`config.mk`:
```
export PLATFORM = sky130hd
export DESIGN_NAME = source_text_tokenizer
export DESIGN_NICKNAME = d
export VERILOG_FILES = /design/src/sv/stt_pkg.sv /design/src/sv/stt_front.sv /design/src/sv/stt_queue.sv /design/src/sv/stt_back.sv /design/src/sv/source_text_tokenizer.sv
export VERILOG_INCLUDE_DIRS = /design/src /design/src/sv
export SDC_FILE = /design/constraint.sdc
export NUM_CORES = 1
export LEC_CHECK = 0
export ABC_CLOCK_PERIOD_IN_PS = 6220
export BUFFER_PORTS_ARGS = -buffer_cell sky130_fd_sc_hd__buf_2
export CORE_AREA = 2 2 231 233
export DETAILED_ROUTE_END_ITERATION = 10
export DIE_AREA = 0 0 233 235
export PLACE_DENSITY = 0.75
export RECOVER_POWER = 50
export SETUP_SLACK_MARGIN = 0.2
export SKIP_LAST_GASP = 1
export SLEW_MARGIN = 20
export SYNTH_ARGS = -nofsm -noshare
export SYNTH_HDL_FRONTEND = slang
export SYNTH_SLANG_ARGS = --single-unit
```
`constraint.sdc`:
```
create_clock -name clk -period 6.22 [get_ports clk]
set_input_delay 1.244 -clock clk [delete_from_list [all_inputs] [get_ports clk]]
set_output_delay 1.244 -clock clk [all_outputs]
set_load 0.01 [all_outputs]
```
`src/sv/source_text_tokenizer_defines.svh`:
```
// Assertion macros shared by the tokenizer modules.
// Each macro expects signals named clk and rst in the module that uses it.
`ifndef SOURCE_TEXT_TOKENIZER_DEFINES_SVH
`define SOURCE_TEXT_TOKENIZER_DEFINES_SVH

// The condition must never hold outside reset.
`define STT_ASSERT_NEVER(lbl, cond, msg) \
  lbl: assert property (@(posedge clk) disable iff (rst) !(cond)) else $error(msg);

// When pre holds, post must hold at the next clock edge.
`define STT_ASSERT_NEXT(lbl, pre, post, msg) \
  lbl: assert property (@(posedge clk) disable iff (rst) (pre) |=> (post)) else $error(msg);

`endif

```
`src/sv/stt_pkg.sv`:
```
// Package for the source text tokenizer: payload types, scan modes,
// token kinds, character constants and character class functions. No dependencies.
`timescale 1ns / 1ps

package stt_pkg;

  localparam int POS_BITS = 16;
  localparam int QUEUE_DEPTH = 4;
  localparam int QPTR_BITS = (QUEUE_DEPTH > 1) ? $clog2(QUEUE_DEPTH) : 1;
  localparam int QCNT_BITS = $clog2(QUEUE_DEPTH + 1);

  typedef logic [POS_BITS-1:0] pos_t;

  localparam pos_t POS_ONE = pos_t'(1);

  typedef enum logic [3:0] {
    SCAN_IDLE,
    SCAN_IDENT,
    SCAN_NUMBER,
    SCAN_STRING,
    SCAN_LINECMT,
    SCAN_BLOCK,
    SCAN_BLOCKBANG,
    SCAN_SLASH,
    SCAN_DOT,
    SCAN_AMP,
    SCAN_EQ,
    SCAN_LT,
    SCAN_MINUS
  } scan_mode_t;

  localparam logic [4:0] K_IDENT     = 5'd0;
  localparam logic [4:0] K_INT       = 5'd1;
  localparam logic [4:0] K_FLOAT     = 5'd2;
  localparam logic [4:0] K_STRING    = 5'd3;
  localparam logic [4:0] K_UNKNOWN   = 5'd4;
  localparam logic [4:0] K_AND_EQ    = 5'd5;
  localparam logic [4:0] K_FAT_ARROW = 5'd6;
  localparam logic [4:0] K_ASSIGN    = 5'd7;
  localparam logic [4:0] K_MOVE      = 5'd8;
  localparam logic [4:0] K_LT        = 5'd9;
  localparam logic [4:0] K_ARROW     = 5'd10;
  localparam logic [4:0] K_MINUS     = 5'd11;
  localparam logic [4:0] K_PLUS      = 5'd12;
  localparam logic [4:0] K_MULT      = 5'd13;
  localparam logic [4:0] K_DIV       = 5'd14;
  localparam logic [4:0] K_MOD       = 5'd15;
  localparam logic [4:0] K_LPAREN    = 5'd16;
  localparam logic [4:0] K_RPAREN    = 5'd17;
  localparam logic [4:0] K_LBRACE    = 5'd18;
  localparam logic [4:0] K_RBRACE    = 5'd19;
  localparam logic [4:0] K_SEMI      = 5'd20;
  localparam logic [4:0] K_COMMA     = 5'd21;
  localparam logic [4:0] K_COLON     = 5'd22;
  localparam logic [4:0] K_EOF       = 5'd23;

  localparam logic [7:0] CH_NL    = 8'h0A;
  localparam logic [7:0] CH_BANG  = 8'h21;
  localparam logic [7:0] CH_QUOTE = 8'h22;
  localparam logic [7:0] CH_AMP   = 8'h26;
  localparam logic [7:0] CH_STAR  = 8'h2A;
  localparam logic [7:0] CH_MINUS = 8'h2D;
  localparam logic [7:0] CH_DOT   = 8'h2E;
  localparam logic [7:0] CH_SLASH = 8'h2F;
  localparam logic [7:0] CH_LT    = 8'h3C;
  localparam logic [7:0] CH_EQ    = 8'h3D;
  localparam logic [7:0] CH_GT    = 8'h3E;
  localparam logic [7:0] CH_UNDER = 8'h5F;

  typedef struct packed {
    logic       req_type;
    logic [7:0] char_byte;
  } in_item_t;

  typedef struct packed {
    logic [4:0]  token_kind;
    logic [15:0] start_offset;
    logic [15:0] token_length;
    logic [15:0] line_number;
    logic [15:0] column_number;
    logic        last_of_run;
  } out_item_t;

  typedef struct packed {
    logic [4:0]  kind;
    logic [15:0] offset;
    logic [15:0] length;
    logic [15:0] line;
    logic [15:0] column;
  } token_t;

  typedef struct packed {
    logic   two;
    token_t t0;
    token_t t1;
  } run_t;

  function automatic pos_t sat_inc(pos_t v);
    return (v == '1) ? v : v + POS_ONE;
  endfunction

  function automatic logic [15:0] out16(pos_t v);
    logic [POS_BITS+15:0] w;
    w = {16'b0, v};
    return w[15:0];
  endfunction

  function automatic logic is_digit(logic [7:0] b);
    return (b >= "0") && (b <= "9");
  endfunction

  function automatic logic is_alpha(logic [7:0] b);
    return ((b >= "a") && (b <= "z")) || ((b >= "A") && (b <= "Z"));
  endfunction

  function automatic logic is_word(logic [7:0] b);
    return is_alpha(b) || is_digit(b) || (b == CH_UNDER);
  endfunction

  function automatic logic is_space(logic [7:0] b);
    return (b == " ") || ((b >= 8'd9) && (b <= 8'd13));
  endfunction

  function automatic logic [4:0] single_kind(logic [7:0] b);
    logic [4:0] k;
    case (b)
      "+":     k = K_PLUS;
      "*":     k = K_MULT;
      "%":     k = K_MOD;
      "(":     k = K_LPAREN;
      ")":     k = K_RPAREN;
      "{":     k = K_LBRACE;
      "}":     k = K_RBRACE;
      ";":     k = K_SEMI;
      ",":     k = K_COMMA;
      ":":     k = K_COLON;
      default: k = K_UNKNOWN;
    endcase
    return k;
  endfunction

endpackage

```
`src/sv/stt_front.sv`:
```
// Scanner front end: accepts source bytes, tracks position and scan mode,
// and packs the tokens that each byte causes into one queue entry. Uses stt_pkg.
`timescale 1ns / 1ps

module stt_front (
  input  logic             clk,
  input  logic             rst,
  input  logic             byte_valid,
  input  stt_pkg::in_item_t byte_item,
  input  logic             queue_full,
  output logic             byte_stall,
  output logic             push,
  output stt_pkg::run_t    run
);
  import stt_pkg::*;

  scan_mode_t mode, mode_next;
  logic       has_dot, has_dot_next;
  pos_t       pos, pos_next;
  pos_t       line, line_next;
  pos_t       col, col_next;
  pos_t       ts_off, ts_off_next;
  pos_t       ts_line, ts_line_next;
  pos_t       ts_col, ts_col_next;

  logic       accept;
  logic [7:0] b;
  pos_t       pos_c, line_c, col_c;
  logic       pend, pend_after, disp, single;
  logic [4:0] pend_kind, one_kind;
  pos_t       pend_len;
  token_t     pend_tok, second_tok;

  assign byte_stall = queue_full;
  assign accept = byte_valid && !byte_stall;
  assign b = byte_item.char_byte;

  always_comb begin
    pos_c = sat_inc(pos);
    if (b == CH_NL) begin
      line_c = sat_inc(line);
      col_c = POS_ONE;
    end else begin
      line_c = line;
      col_c = sat_inc(col);
    end
  end

  always_comb begin
    mode_next = mode;
    has_dot_next = has_dot;
    pos_next = pos_c;
    line_next = line_c;
    col_next = col_c;
    ts_off_next = ts_off;
    ts_line_next = ts_line;
    ts_col_next = ts_col;
    pend = 1'b0;
    pend_kind = K_IDENT;
    pend_after = 1'b0;
    disp = 1'b0;
    single = 1'b0;
    one_kind = K_UNKNOWN;
    if (byte_item.req_type) begin
      pend = 1'b1;
      case (mode)
        SCAN_IDENT:  pend_kind = K_IDENT;
        SCAN_NUMBER: pend_kind = has_dot ? K_FLOAT : K_INT;
        SCAN_STRING: pend_kind = K_STRING;
        SCAN_SLASH:  pend_kind = K_DIV;
        SCAN_DOT:    pend_kind = K_UNKNOWN;
        SCAN_AMP:    pend_kind = K_UNKNOWN;
        SCAN_EQ:     pend_kind = K_ASSIGN;
        SCAN_LT:     pend_kind = K_LT;
        SCAN_MINUS:  pend_kind = K_MINUS;
        default:     pend = 1'b0;
      endcase
      mode_next = SCAN_IDLE;
      has_dot_next = 1'b0;
      pos_next = '0;
      line_next = POS_ONE;
      col_next = POS_ONE;
      ts_off_next = '0;
      ts_line_next = POS_ONE;
      ts_col_next = POS_ONE;
    end else begin
      case (mode)
        SCAN_IDENT: begin
          if (!is_word(b)) begin
            pend = 1'b1;
            pend_kind = K_IDENT;
            disp = 1'b1;
          end
        end
        SCAN_NUMBER: begin
          if (is_digit(b)) begin
            has_dot_next = has_dot;
          end else if ((b == CH_DOT) && !has_dot) begin
            has_dot_next = 1'b1;
          end else begin
            pend = 1'b1;
            pend_kind = has_dot ? K_FLOAT : K_INT;
            disp = 1'b1;
          end
        end
        SCAN_STRING: begin
          if (b == CH_QUOTE) begin
            pend = 1'b1;
            pend_kind = K_STRING;
            mode_next = SCAN_IDLE;
          end
        end
        SCAN_LINECMT: begin
          if (b == CH_NL) begin
            disp = 1'b1;
          end
        end
        SCAN_BLOCK: begin
          if (b == CH_BANG) begin
            mode_next = SCAN_BLOCKBANG;
          end
        end
        SCAN_BLOCKBANG: begin
          if (b == CH_SLASH) begin
            mode_next = SCAN_IDLE;
          end else if (b != CH_BANG) begin
            mode_next = SCAN_BLOCK;
          end
        end
        SCAN_SLASH: begin
          if (b == CH_BANG) begin
            mode_next = SCAN_BLOCK;
          end else if (b == CH_STAR) begin
            mode_next = SCAN_LINECMT;
          end else begin
            pend = 1'b1;
            pend_kind = K_DIV;
            disp = 1'b1;
          end
        end
        SCAN_DOT: begin
          if (is_digit(b)) begin
            mode_next = SCAN_NUMBER;
            has_dot_next = 1'b1;
          end else begin
            pend = 1'b1;
            pend_kind = K_UNKNOWN;
            disp = 1'b1;
          end
        end
        SCAN_AMP: begin
          pend = 1'b1;
          if (b == CH_EQ) begin
            pend_kind = K_AND_EQ;
            pend_after = 1'b1;
            mode_next = SCAN_IDLE;
          end else begin
            pend_kind = K_UNKNOWN;
            disp = 1'b1;
          end
        end
        SCAN_EQ: begin
          pend = 1'b1;
          if (b == CH_GT) begin
            pend_kind = K_FAT_ARROW;
            pend_after = 1'b1;
            mode_next = SCAN_IDLE;
          end else begin
            pend_kind = K_ASSIGN;
            disp = 1'b1;
          end
        end
        SCAN_LT: begin
          pend = 1'b1;
          if (b == CH_MINUS) begin
            pend_kind = K_MOVE;
            pend_after = 1'b1;
            mode_next = SCAN_IDLE;
          end else begin
            pend_kind = K_LT;
            disp = 1'b1;
          end
        end
        SCAN_MINUS: begin
          pend = 1'b1;
          if (b == CH_GT) begin
            pend_kind = K_ARROW;
            pend_after = 1'b1;
            mode_next = SCAN_IDLE;
          end else begin
            pend_kind = K_MINUS;
            disp = 1'b1;
          end
        end
        default: begin
          disp = 1'b1;
        end
      endcase
      if (disp) begin
        mode_next = SCAN_IDLE;
        if (!is_space(b)) begin
          ts_off_next = pos;
          ts_line_next = line;
          ts_col_next = col;
          if (is_alpha(b) || (b == CH_UNDER)) begin
            mode_next = SCAN_IDENT;
          end else if (is_digit(b)) begin
            mode_next = SCAN_NUMBER;
            has_dot_next = 1'b0;
          end else begin
            case (b)
              CH_DOT:   mode_next = SCAN_DOT;
              CH_SLASH: mode_next = SCAN_SLASH;
              CH_AMP:   mode_next = SCAN_AMP;
              CH_EQ:    mode_next = SCAN_EQ;
              CH_LT:    mode_next = SCAN_LT;
              CH_MINUS: mode_next = SCAN_MINUS;
              CH_QUOTE: begin
                mode_next = SCAN_STRING;
                ts_off_next = pos_c;
                ts_line_next = line_c;
                ts_col_next = col_c;
              end
              default: begin
                single = 1'b1;
                one_kind = single_kind(b);
              end
            endcase
          end
        end
      end
    end
  end

  always_comb begin
    pend_len = (pend_after ? pos_c : pos) - ts_off;
    pend_tok.kind = pend_kind;
    pend_tok.offset = out16(ts_off);
    pend_tok.length = out16(pend_len);
    pend_tok.line = out16(ts_line);
    pend_tok.column = out16(ts_col);
    second_tok.kind = byte_item.req_type ? K_EOF : one_kind;
    second_tok.offset = out16(pos);
    second_tok.length = byte_item.req_type ? 16'd0 : 16'd1;
    second_tok.line = out16(line);
    second_tok.column = out16(col);
    run.two = pend && (byte_item.req_type || single);
    run.t0 = pend ? pend_tok : second_tok;
    run.t1 = second_tok;
    push = accept && (pend || single || byte_item.req_type);
  end

  always_ff @(posedge clk) begin
    if (rst) begin
      mode <= SCAN_IDLE;
      has_dot <= 1'b0;
      pos <= '0;
      line <= POS_ONE;
      col <= POS_ONE;
      ts_off <= '0;
      ts_line <= POS_ONE;
      ts_col <= POS_ONE;
    end else if (accept) begin
      mode <= mode_next;
      has_dot <= has_dot_next;
      pos <= pos_next;
      line <= line_next;
      col <= col_next;
      ts_off <= ts_off_next;
      ts_line <= ts_line_next;
      ts_col <= ts_col_next;
    end
  end

endmodule

```
`src/sv/stt_queue.sv`:
```
// Short queue of token runs between the scanner and the output stage.
// Uses stt_pkg and the assertion macros in source_text_tokenizer_defines.svh.
`timescale 1ns / 1ps
`include "source_text_tokenizer_defines.svh"

module stt_queue (
  input  logic          clk,
  input  logic          rst,
  input  logic          push,
  input  stt_pkg::run_t push_data,
  input  logic          pop,
  output stt_pkg::run_t head,
  output logic          empty,
  output logic          full
);
  import stt_pkg::*;

  run_t                 entries [QUEUE_DEPTH];
  logic [QPTR_BITS-1:0] wr_ptr;
  logic [QPTR_BITS-1:0] rd_ptr;
  logic [QCNT_BITS-1:0] count;

  localparam logic [QPTR_BITS-1:0] PTR_LAST = QPTR_BITS'(QUEUE_DEPTH - 1);
  localparam logic [QCNT_BITS-1:0] CNT_FULL = QCNT_BITS'(QUEUE_DEPTH);

  assign empty = (count == '0);
  assign full = (count == CNT_FULL);
  assign head = entries[rd_ptr];

  always_ff @(posedge clk) begin
    if (push) begin
      entries[wr_ptr] <= push_data;
    end
  end

  always_ff @(posedge clk) begin
    if (rst) begin
      wr_ptr <= '0;
      rd_ptr <= '0;
      count <= '0;
    end else begin
      if (push) begin
        wr_ptr <= (wr_ptr == PTR_LAST) ? '0 : wr_ptr + 1'b1;
      end
      if (pop) begin
        rd_ptr <= (rd_ptr == PTR_LAST) ? '0 : rd_ptr + 1'b1;
      end
      if (push && !pop) begin
        count <= count + 1'b1;
      end else if (pop && !push) begin
        count <= count - 1'b1;
      end
    end
  end

  `STT_ASSERT_NEVER(a_no_push_full, push && full, "Run written into a full queue.")
  `STT_ASSERT_NEVER(a_no_pop_empty, pop && empty, "Run taken from an empty queue.")
  `STT_ASSERT_NEXT(a_count_up, push && !pop, count == $past(count) + 1'b1, "Queue count lost a write.")
  `STT_ASSERT_NEXT(a_count_down, pop && !push, count == $past(count) - 1'b1, "Queue count lost a read.")

endmodule

```
`src/sv/stt_back.sv`:
```
// Output stage: splits each queued run into single tokens and holds them
// in the output register until the consumer takes them. Uses stt_pkg.
`timescale 1ns / 1ps

module stt_back (
  input  logic               clk,
  input  logic               rst,
  input  stt_pkg::run_t      head,
  input  logic               empty,
  input  logic               token_stall,
  output logic               pop,
  output logic               token_valid,
  output stt_pkg::out_item_t token_item
);
  import stt_pkg::*;

  logic   phase;
  logic   load;
  logic   last;
  token_t sel;

  always_comb begin
    load = !token_valid || !token_stall;
    last = phase || !head.two;
    sel = phase ? head.t1 : head.t0;
    pop = load && !empty && last;
  end

  always_ff @(posedge clk) begin
    if (rst) begin
      token_valid <= 1'b0;
      phase <= 1'b0;
    end else if (load) begin
      token_valid <= !empty;
      if (!empty) begin
        phase <= !phase && head.two;
      end
    end
  end

  always_ff @(posedge clk) begin
    if (load && !empty) begin
      token_item.token_kind <= sel.kind;
      token_item.start_offset <= sel.offset;
      token_item.token_length <= sel.length;
      token_item.line_number <= sel.line;
      token_item.column_number <= sel.column;
      token_item.last_of_run <= last;
    end
  end

endmodule

```
`src/sv/source_text_tokenizer.sv`:
```
// Streaming tokenizer: takes one source byte or end marker per request and
// returns token descriptors. A token passes the run queue, then the output register.
// One request per cycle is taken while the queue has room; a request that ends two
// tokens emits both in turn; a four-run queue between scanner and output absorbs it.
// Synchronous active-high reset clears the scanner, the queue and the output valid.
`timescale 1ns / 1ps

module source_text_tokenizer (
  input  logic               clk,
  input  logic               rst,
  input  logic               byte_valid,
  output logic               byte_stall,
  input  stt_pkg::in_item_t  byte_item,
  output logic               token_valid,
  input  logic               token_stall,
  output stt_pkg::out_item_t token_item
);
  import stt_pkg::*;

  logic push;
  logic pop;
  logic empty;
  logic full;
  run_t run;
  run_t head;

  stt_front u_front (
    .clk        (clk),
    .rst        (rst),
    .byte_valid (byte_valid),
    .byte_item  (byte_item),
    .queue_full (full),
    .byte_stall (byte_stall),
    .push       (push),
    .run        (run)
  );

  stt_queue u_queue (
    .clk       (clk),
    .rst       (rst),
    .push      (push),
    .push_data (run),
    .pop       (pop),
    .head      (head),
    .empty     (empty),
    .full      (full)
  );

  stt_back u_back (
    .clk         (clk),
    .rst         (rst),
    .head        (head),
    .empty       (empty),
    .token_stall (token_stall),
    .pop         (pop),
    .token_valid (token_valid),
    .token_item  (token_item)
  );

endmodule

```
==> results of run 1 <==
-- sequential cells by signal, indices dropped and copies added (netlist names), named ones only --
| register | count |
|---|---|
| u_front.col | 16 |
| u_queue.entries | 496 |
| u_back.token_valid | 1 |
| u_front.ts_line | 16 |
| u_front.ts_col | 16 |
| u_back.phase | 1 |
| u_queue.wr_ptr | 2 |
| u_front.pos | 16 |
| u_queue.rd_ptr | 2 |
| u_back.token_item | 70 |
| u_front.line | 16 |
| u_queue.count | 3 |
| u_front.mode | 4 |
| u_front.ts_off | 16 |
| u_front.has_dot | 1 |
-- power groups by stage --
stage	clock, W	sequential [W]	combinational [W]
floorplan	0	0.00601	0.00172
global placement	0	0.00599	0.00257
detailed placement	0	0.00602	0.00260
CTS	0.00418	0.00593	0.00262
global route	0.00434	0.00601	0.00268
finish	0.00412	0.00594	0.00248
-- path summary, 6_finish.rpt --
kind,startpoint,to,depth (start not counted)
setup / recovery,byte_item[1],u_queue.entries[0][119],10
hold / removal,u_front.ts_off[14],u_front.ts_off[14],2
setup reg to reg,u_front.pos[7],u_queue.entries[0][99],13
hold reg to reg,u_front.ts_off[14],u_front.ts_off[14],2
-- cell type report --
cell class | instances | share of cell area (%)
clock buffers | 96 | 6.05
flip-flops and latches | 678 | 59.4
inverters | 35 | 0.406
repair buffers | 123 | 2.24
clock inverters | 27 | 0.923
multi-input cells | 1145 | 28.3
well taps | 688 | 2.66
-- cell usage after synthesis (5+ instances only) --
library cell / instances
nand3b_1: 5
mux4_2: 124
xnor2_1: 27
mux2i_1: 12
a21o_1: 10
o21ai_1: 6
nor3_1: 40
nand2b_1: 13
clkbuf_1: 101
nand3_1: 33
a311oi_1: 8
nor4_1: 5
a21oi_1: 98
and3_1: 13
nor2b_1: 24
o21a_1: 7
nand2_1: 173
o22ai_1: 11
and4_1: 5
xor2_1: 17
a31oi_1: 22
a22oi_1: 10
mux2_2: 60
nand4_1: 40
or2_2: 6
a22o_1: 9
a211oi_1: 5
o21bai_1: 6
ha_1: 24
o21ai_0: 101
or4_1: 9
or3_1: 11
nor2_1: 102
and2_1: 21
a32o_1: 6
buf_2: 14
edfxtp_1: 566
dfxtp_1: 112
buf_1: 19
inv_1: 35
-- layer usage --
layer	GRT usage, %	vias up	wire [um]
met5	0	-	0
met4	8.53	0	1620
met3	3.82	131	4530
met2	38.8	759	31700
met1	33.9	8844	27200
li1	-	7874	-
-- cell families (layout without fill, tap and decap cells) --
group	Yosys count	in the layout	synth area share (%)
fa+ha+maj	26	26	1.17
compound gates	351	351	7.54
xor+xnor	44	44	1.33
buf+inv	171	281	2.32
flops	678	678	66.2
mux	196	196	12.3
simple gates	528	528	9.09
-- through the flow --
stage / total power (W) / hold WS [ns] / utilization (%) / setup WS [ns] / instances
final: 0.0125 / 0.475 / 62.0 / 0.740 / 2792
after global routing: 0.0130 / 0.488 / 62.0 / 0.493 / 2792
after CTS: 0.0127 / 0.468 / 62.3 / 1.33 / 2792
after detailed placement: 0.00862 / 0.453 / 58.0 / 0.738 / 2669
after global placement: 0.00856 / 0.455 / 58.0 / 0.808 / 2669
after floorplan: 0.00773 / 0.432 / - / 1.07 / 1994
-- worst min-delay path, delay by kind of cell (launching register included) --
family          cells  cell delay, ns
flops               1            0.30
compound gates      2            0.12
==> results.md, run 1 <==
* Status: complete, but fails checks
* Failing checks: max-capacitance violations, max-slew violations
* First-pass DRT Iterations at 6
* Core area at around 52,000 um^2
* Flop pwr share at approximately 47%
* Post-synth ARST share at 0%
* Placer congestion estimate at approximately 0.92
* Post-route cell area at 32,400 um^2
* Die height at 235 um
* # DRC at 0
* Clock share of power at 32.8%
* Largest net degree at the start of global routing at between 80 and 90
* Buf/Inv on CP at 3
* First-pass GRT wire length at approximately 100 mm
* Avg Inst Size Synth at about 15 um^2
* Max incr delay on CP at 1.32 ns
* Final cycle utilization of the critical path at between 80% and 90%
* Vias in the first global route at between 15k and 20k
* Max VDD drop at 0.000261 V
* Synth unique cells at 83
* # diodes at 0
* Clock sinks at 678
* Gate power share at ~20%
* Worst Path Required at about 6.6 ns
* RSZ-0062 raised after global routing: no
* Final hold violations at 0
* Startpoint Class: primary input
* Worst path most repeated cell: clkbuf_1
* Share of cells above drive strength 1 at between 10% and 20%
* CP Max Fanout at 25
* Hold Crit Class: flop to flop
* Clk Tree Root Cell: clkbuf_16
* # Post-CTS Setup Buffers at 0
* Worst-Margin Slew at around 3.1 ns
* Sw Ratio at 26.4%
* Leakage at 10.4 nW
* Routed WL at approximately 65 mm
* Commonest non-fill, non-tap cell in the layout: edfxtp_1
* Yosys top cell area share at 58.5%
* Mapped Cells at ~2.0k
* Peak Freq at between 150 and 200 MHz
* Clk slew on worst S/H paths at roughly 0.060 ns
* YS warnings at 0
* DRT iter0 DRCs at roughly 2.1k
* Crit end category: flop
* Clk Latency, worst-skew pair at around 0.60 ns
* PwrDens at 387 nW/um^2
* WP data arrival at between 5 and 6 ns
* GRT Util Overall at around 24%
* CTS tree: built
* Leading area contributor after synthesis: edfxtp_1
* Slowest stage cell, crit path: o21bai_1
* Top post-synthesis cells by area: edfxtp_1 (58%), mux4_2 (9.6%), dfxtp_1 (7.7%), mux2_2 (2.3%), nand2_1 (2.2%)
* Die X at 233 um
* Setup Viol. Count Final at 0
* Internal power at roughly 0.0092 W
* DRT antenna net count at 0
* Storage element area at ~19,000 um^2
* Initial core utilization at a little under three fifths
* Synth Net Count at 2,033
* Total CTS buffers at 69
* Crit path cell chain: clkbuf_1 > clkbuf_1 > or3b_2 > a211oi_1 > nor2_1 > or4_1 > o21bai_1 > buf_4 > a221oi_1 > a21oi_1
* Worst clock skew at 0.0213 ns
* Htree depth at 3
* P&R area growth vs syn at 11.4%
* Routed WL per cell at 23.3 um
* Filler cell count at between 3k and 4k
* Seq/Total Area, Yosys at between 60% and 70%
* Area of the multi-input gates at 9160 um^2
* Floorplan row count at 84
* Maximum clock path buffer count at 3
* Die ar. at around 55,000 um^2
* Sw power at ~0.0033 W
* IO Count at 85
* Placed cell area at around 30,000 um^2
* Number of synthesized flops with an enable pin at around 570
* Hold_buf cts at 0
* R2r setup slk at roughly 1.3 ns
* Predominant post-synthesis flop cell: edfxtp_1
* Top delay family on crit path: compound AO/OA/AOI/OAI gates
* Period minus WS final at ~5.5 ns
* Setup TNS at 0 ns
* Initial antenna violation count at 0
* Most frequent cells in the layout: edfxtp_1 (566), nand2_1 (173), mux4_2 (124), dfxtp_1 (110), o21ai_0 (106)
* Post-Syn Area at 29,100 um^2
* GRT Residual Overflow at 0
* FF+latch count, synth at about 680
* Worst Path Class, Setup: primary input to flop
* Max-slew violation count at 307
* Rel. slew slack at -107%
* Port Buffers at 84
* DP HPWL at between 30 and 40 mm
* Nets at around 2.1k
* Vias per cell at between 6 and 7
* Routed vias at about 18k
* Max-cap check violation count at 10
* Post-CTS sizing at 0
(Power assumes the default switching activity.)
==> inputs of run 2 (changes only) <==
Settings changed: ABC_CLOCK_PERIOD_IN_PS 6220 to 6100, CORE_AREA 2 2 231 233 to 2 2 224 226, DIE_AREA 0 0 233 235 to 0 0 226 228, PLACE_DENSITY 0.75 to 0.76.
Clock period 6.22 ns to 6.1 ns, I/O delays scaled along.
==> run 2 against run 1 <==
Against the previous run: the run still ends with max-capacitance violations, max-slew violations left; critical endpoint is now u_queue.entries[1][101]; sequential share of layout area up 0.38 points; register-to-register slack worse by 0.27 ns; critical path depth stayed put; via count rose by 0.66%; core utilization increased by 3.2 points; worst setup slack worse by 0.048 ns; clock-buffer cell count fell by 10; combinational power rose by 2%; clock power decreased by 3%; hold slack got worse by 0.0015 ns; global-route usage up 1.7 points.
==> results.md, run 2 (synthesized netlist as in run 1, its figures left out) <==
* Clk slew on worst S/H paths at 0.06 ns
* Worst-Margin Slew at about 3.3 ns
* Failing checks: max-capacitance violations, max-slew violations
* Hold Crit Class: flop to flop
* Final cycle utilization of the critical path at between 80 and 90%
* Internal power at about 0.009 W
* Crit end category: flop
* Initial antenna violation count at 0
* Die height at 228 um
* Setup Viol. Count Final at 0
* Worst Slack Setup Final at between 0.6 and 0.7 ns
* # DRC at 0
* Gate power share at approximately 20%
* Place WS at approximately 0.7 ns
* Period minus WS final at 5.41 ns
* Die ar. at roughly 50,000 um^2
* # Post-CTS Setup Buffers at 0
* P&R area growth vs syn at 10.7%
* R2r setup slk at between 0.9 and 1 ns
* Rel. slew slack at -123%
* Max-slew violation count at about 280
* Share of cells above drive strength 1 at about 16%
* Worst Hold Depth at 1
* Leakage at 10.3 nW
* Routed WL per cell at 23.9 um
* Flop pwr share at 48.2%
* First-pass DRT Iterations at 8
* Largest register FFs at about 500
* Vias in the first global route at 17.7k
* DP Cell Count at roughly 2.7k
* Fin cells at 2,770
* Placer congestion estimate at about 0.89
* Final hold violations at 0
* Sw power at ~0.0034 W
* Die X at roughly 230 um
* Sw Ratio at a little over a quarter
* Htree depth at 3
* Nets at 2,088
* Biggest register: u_queue.entries
* RR Endpoint: u_queue.count[2]
* DRT antenna net count at 0
* Largest regs: u_queue.entries (496), u_back.token_item (70)
* DP HPWL at approximately 40 mm
* Setup TNS at 0 ns
* Maximum clock path buffer count at 3
* Status: complete, but fails checks
* WP data arrival at 5.72 ns
* CTS tree: built
* Fin Hold WS at between 0.4 and 0.5 ns
* Hold Path End: u_front.ts_col[10]
* Routed WL at between 60 and 70 mm
* # diodes at 0
* Worst Path Class, Setup: primary input to flop
* Largest net degree at the start of global routing at 90
* Hold path startpoint: u_front.ts_col[10]
* Overall Power at approximately 0.013 W
* Max VDD drop at ~0.00033 V
* Vias per cell at 6.40
* DRT iter0 DRCs at about 2.1k
* GRT Residual Overflow at 0
* Routed vias at 17.7k
* Startpoint Class: primary input
* GRT Util Overall at about a quarter
* Port Buffers at 84
* Floorplan row count at 82
* Hold_buf cts at 0
* Core area at ~49,000 um^2
* PwrDens at between 300 and 400 nW/um^2
* Post-CTS sizing at 0
* Worst clock skew at 0.0179 ns
* Commonest non-fill, non-tap cell in the layout: edfxtp_1
* IO Count at 85
* Clk Latency, worst-skew pair at between 0.6 and 0.7 ns
* First-pass GRT wire length at about 100 mm
* Max-cap check violation count at 8
* Clock sinks at 678
* Clock share of power at between 30% and 40%
* Reg2Reg Depth at 10
* Most frequent cells in the layout: edfxtp_1 (566), nand2_1 (173), mux4_2 (124), dfxtp_1 (110), o21ai_0 (105)
* Clk Tree Root Cell: clkbuf_16
* Total CTS buffers at 67
* Worst Path Required at roughly 6.4 ns
* Initial core utilization at 58.9%
* Peak Freq at between 150 and 200 MHz
* CP Max Fanout at 55
* RSZ-0062 raised after global routing: no
run 2: metrics by stage:
step,area [um^2],utilization [%]
6_report,32200,65.2
3_5_place_dp,30200,61.2
5_1_grt,32200,65.2
2_1_floorplan,29100,-
3_3_place_gp,30200,61.2
4_1_cts,32300,65.6
run 2: final cells by class:
| class | count | area [um^2] |
|---|---|---|
| clock buffers | 86 | 1810 |
| clock inverters | 32 | 324 |
| fillers | 3449 | 17200 |
| inverters | 35 | 131 |
| multi-input cells | 1145 | 9160 |
| flip-flops and latches | 678 | 19200 |
| well taps | 672 | 841 |
| repair buffers | 122 | 666 |
run 2: power by group through the flow:
stage                     clock network, W  registers, W  logic (W)
after detailed placement                 0       0.00617    0.00262
after CTS                          0.00407       0.00609    0.00264
final                              0.00401       0.00609    0.00253
after global placement                   0       0.00614    0.00259
after floorplan                          0       0.00613    0.00176
after global routing               0.00424       0.00617    0.00270
run 2: per-layer routing:
| metal | routed length [um] | global-route usage (%) | vias to the layer above |
|---|---|---|---|
| li1 | - | - | 7858 |
| met1 | 27500 | 36.6 | 8934 |
| met2 | 31700 | 40.9 | 799 |
| met3 | 4680 | 3.86 | 134 |
| met4 | 2140 | 10.5 | 0 |
| met5 | 0 | 0 | - |
run 2: worst max-delay path by stage:
stage	startpoint	end	slack, ns
finish	byte_item[1]	u_queue.entries[1][101]	0.69
floorplan	byte_item[6]	u_queue.entries[0][0]	0.97
CTS	byte_item[6]	u_queue.entries[1][99]	1.30
global route	flop	u_back.token_item[58]	0.47
global placement	byte_item[6]	u_queue.entries[0][99]	0.78
detailed placement	byte_item[6]	u_queue.entries[2][99]	0.68
run 2: worst max-delay path: stages:
cell	delay (ns)
clkbuf_1	0.21
buf_4	0.27
or3b_2	0.51
a211oi_1	0.34
nor2_1	0.21
or4_1	0.58
o21bai_1	1.68
buf_12	0.38
or3_1	0.16
mux2i_1	0.14
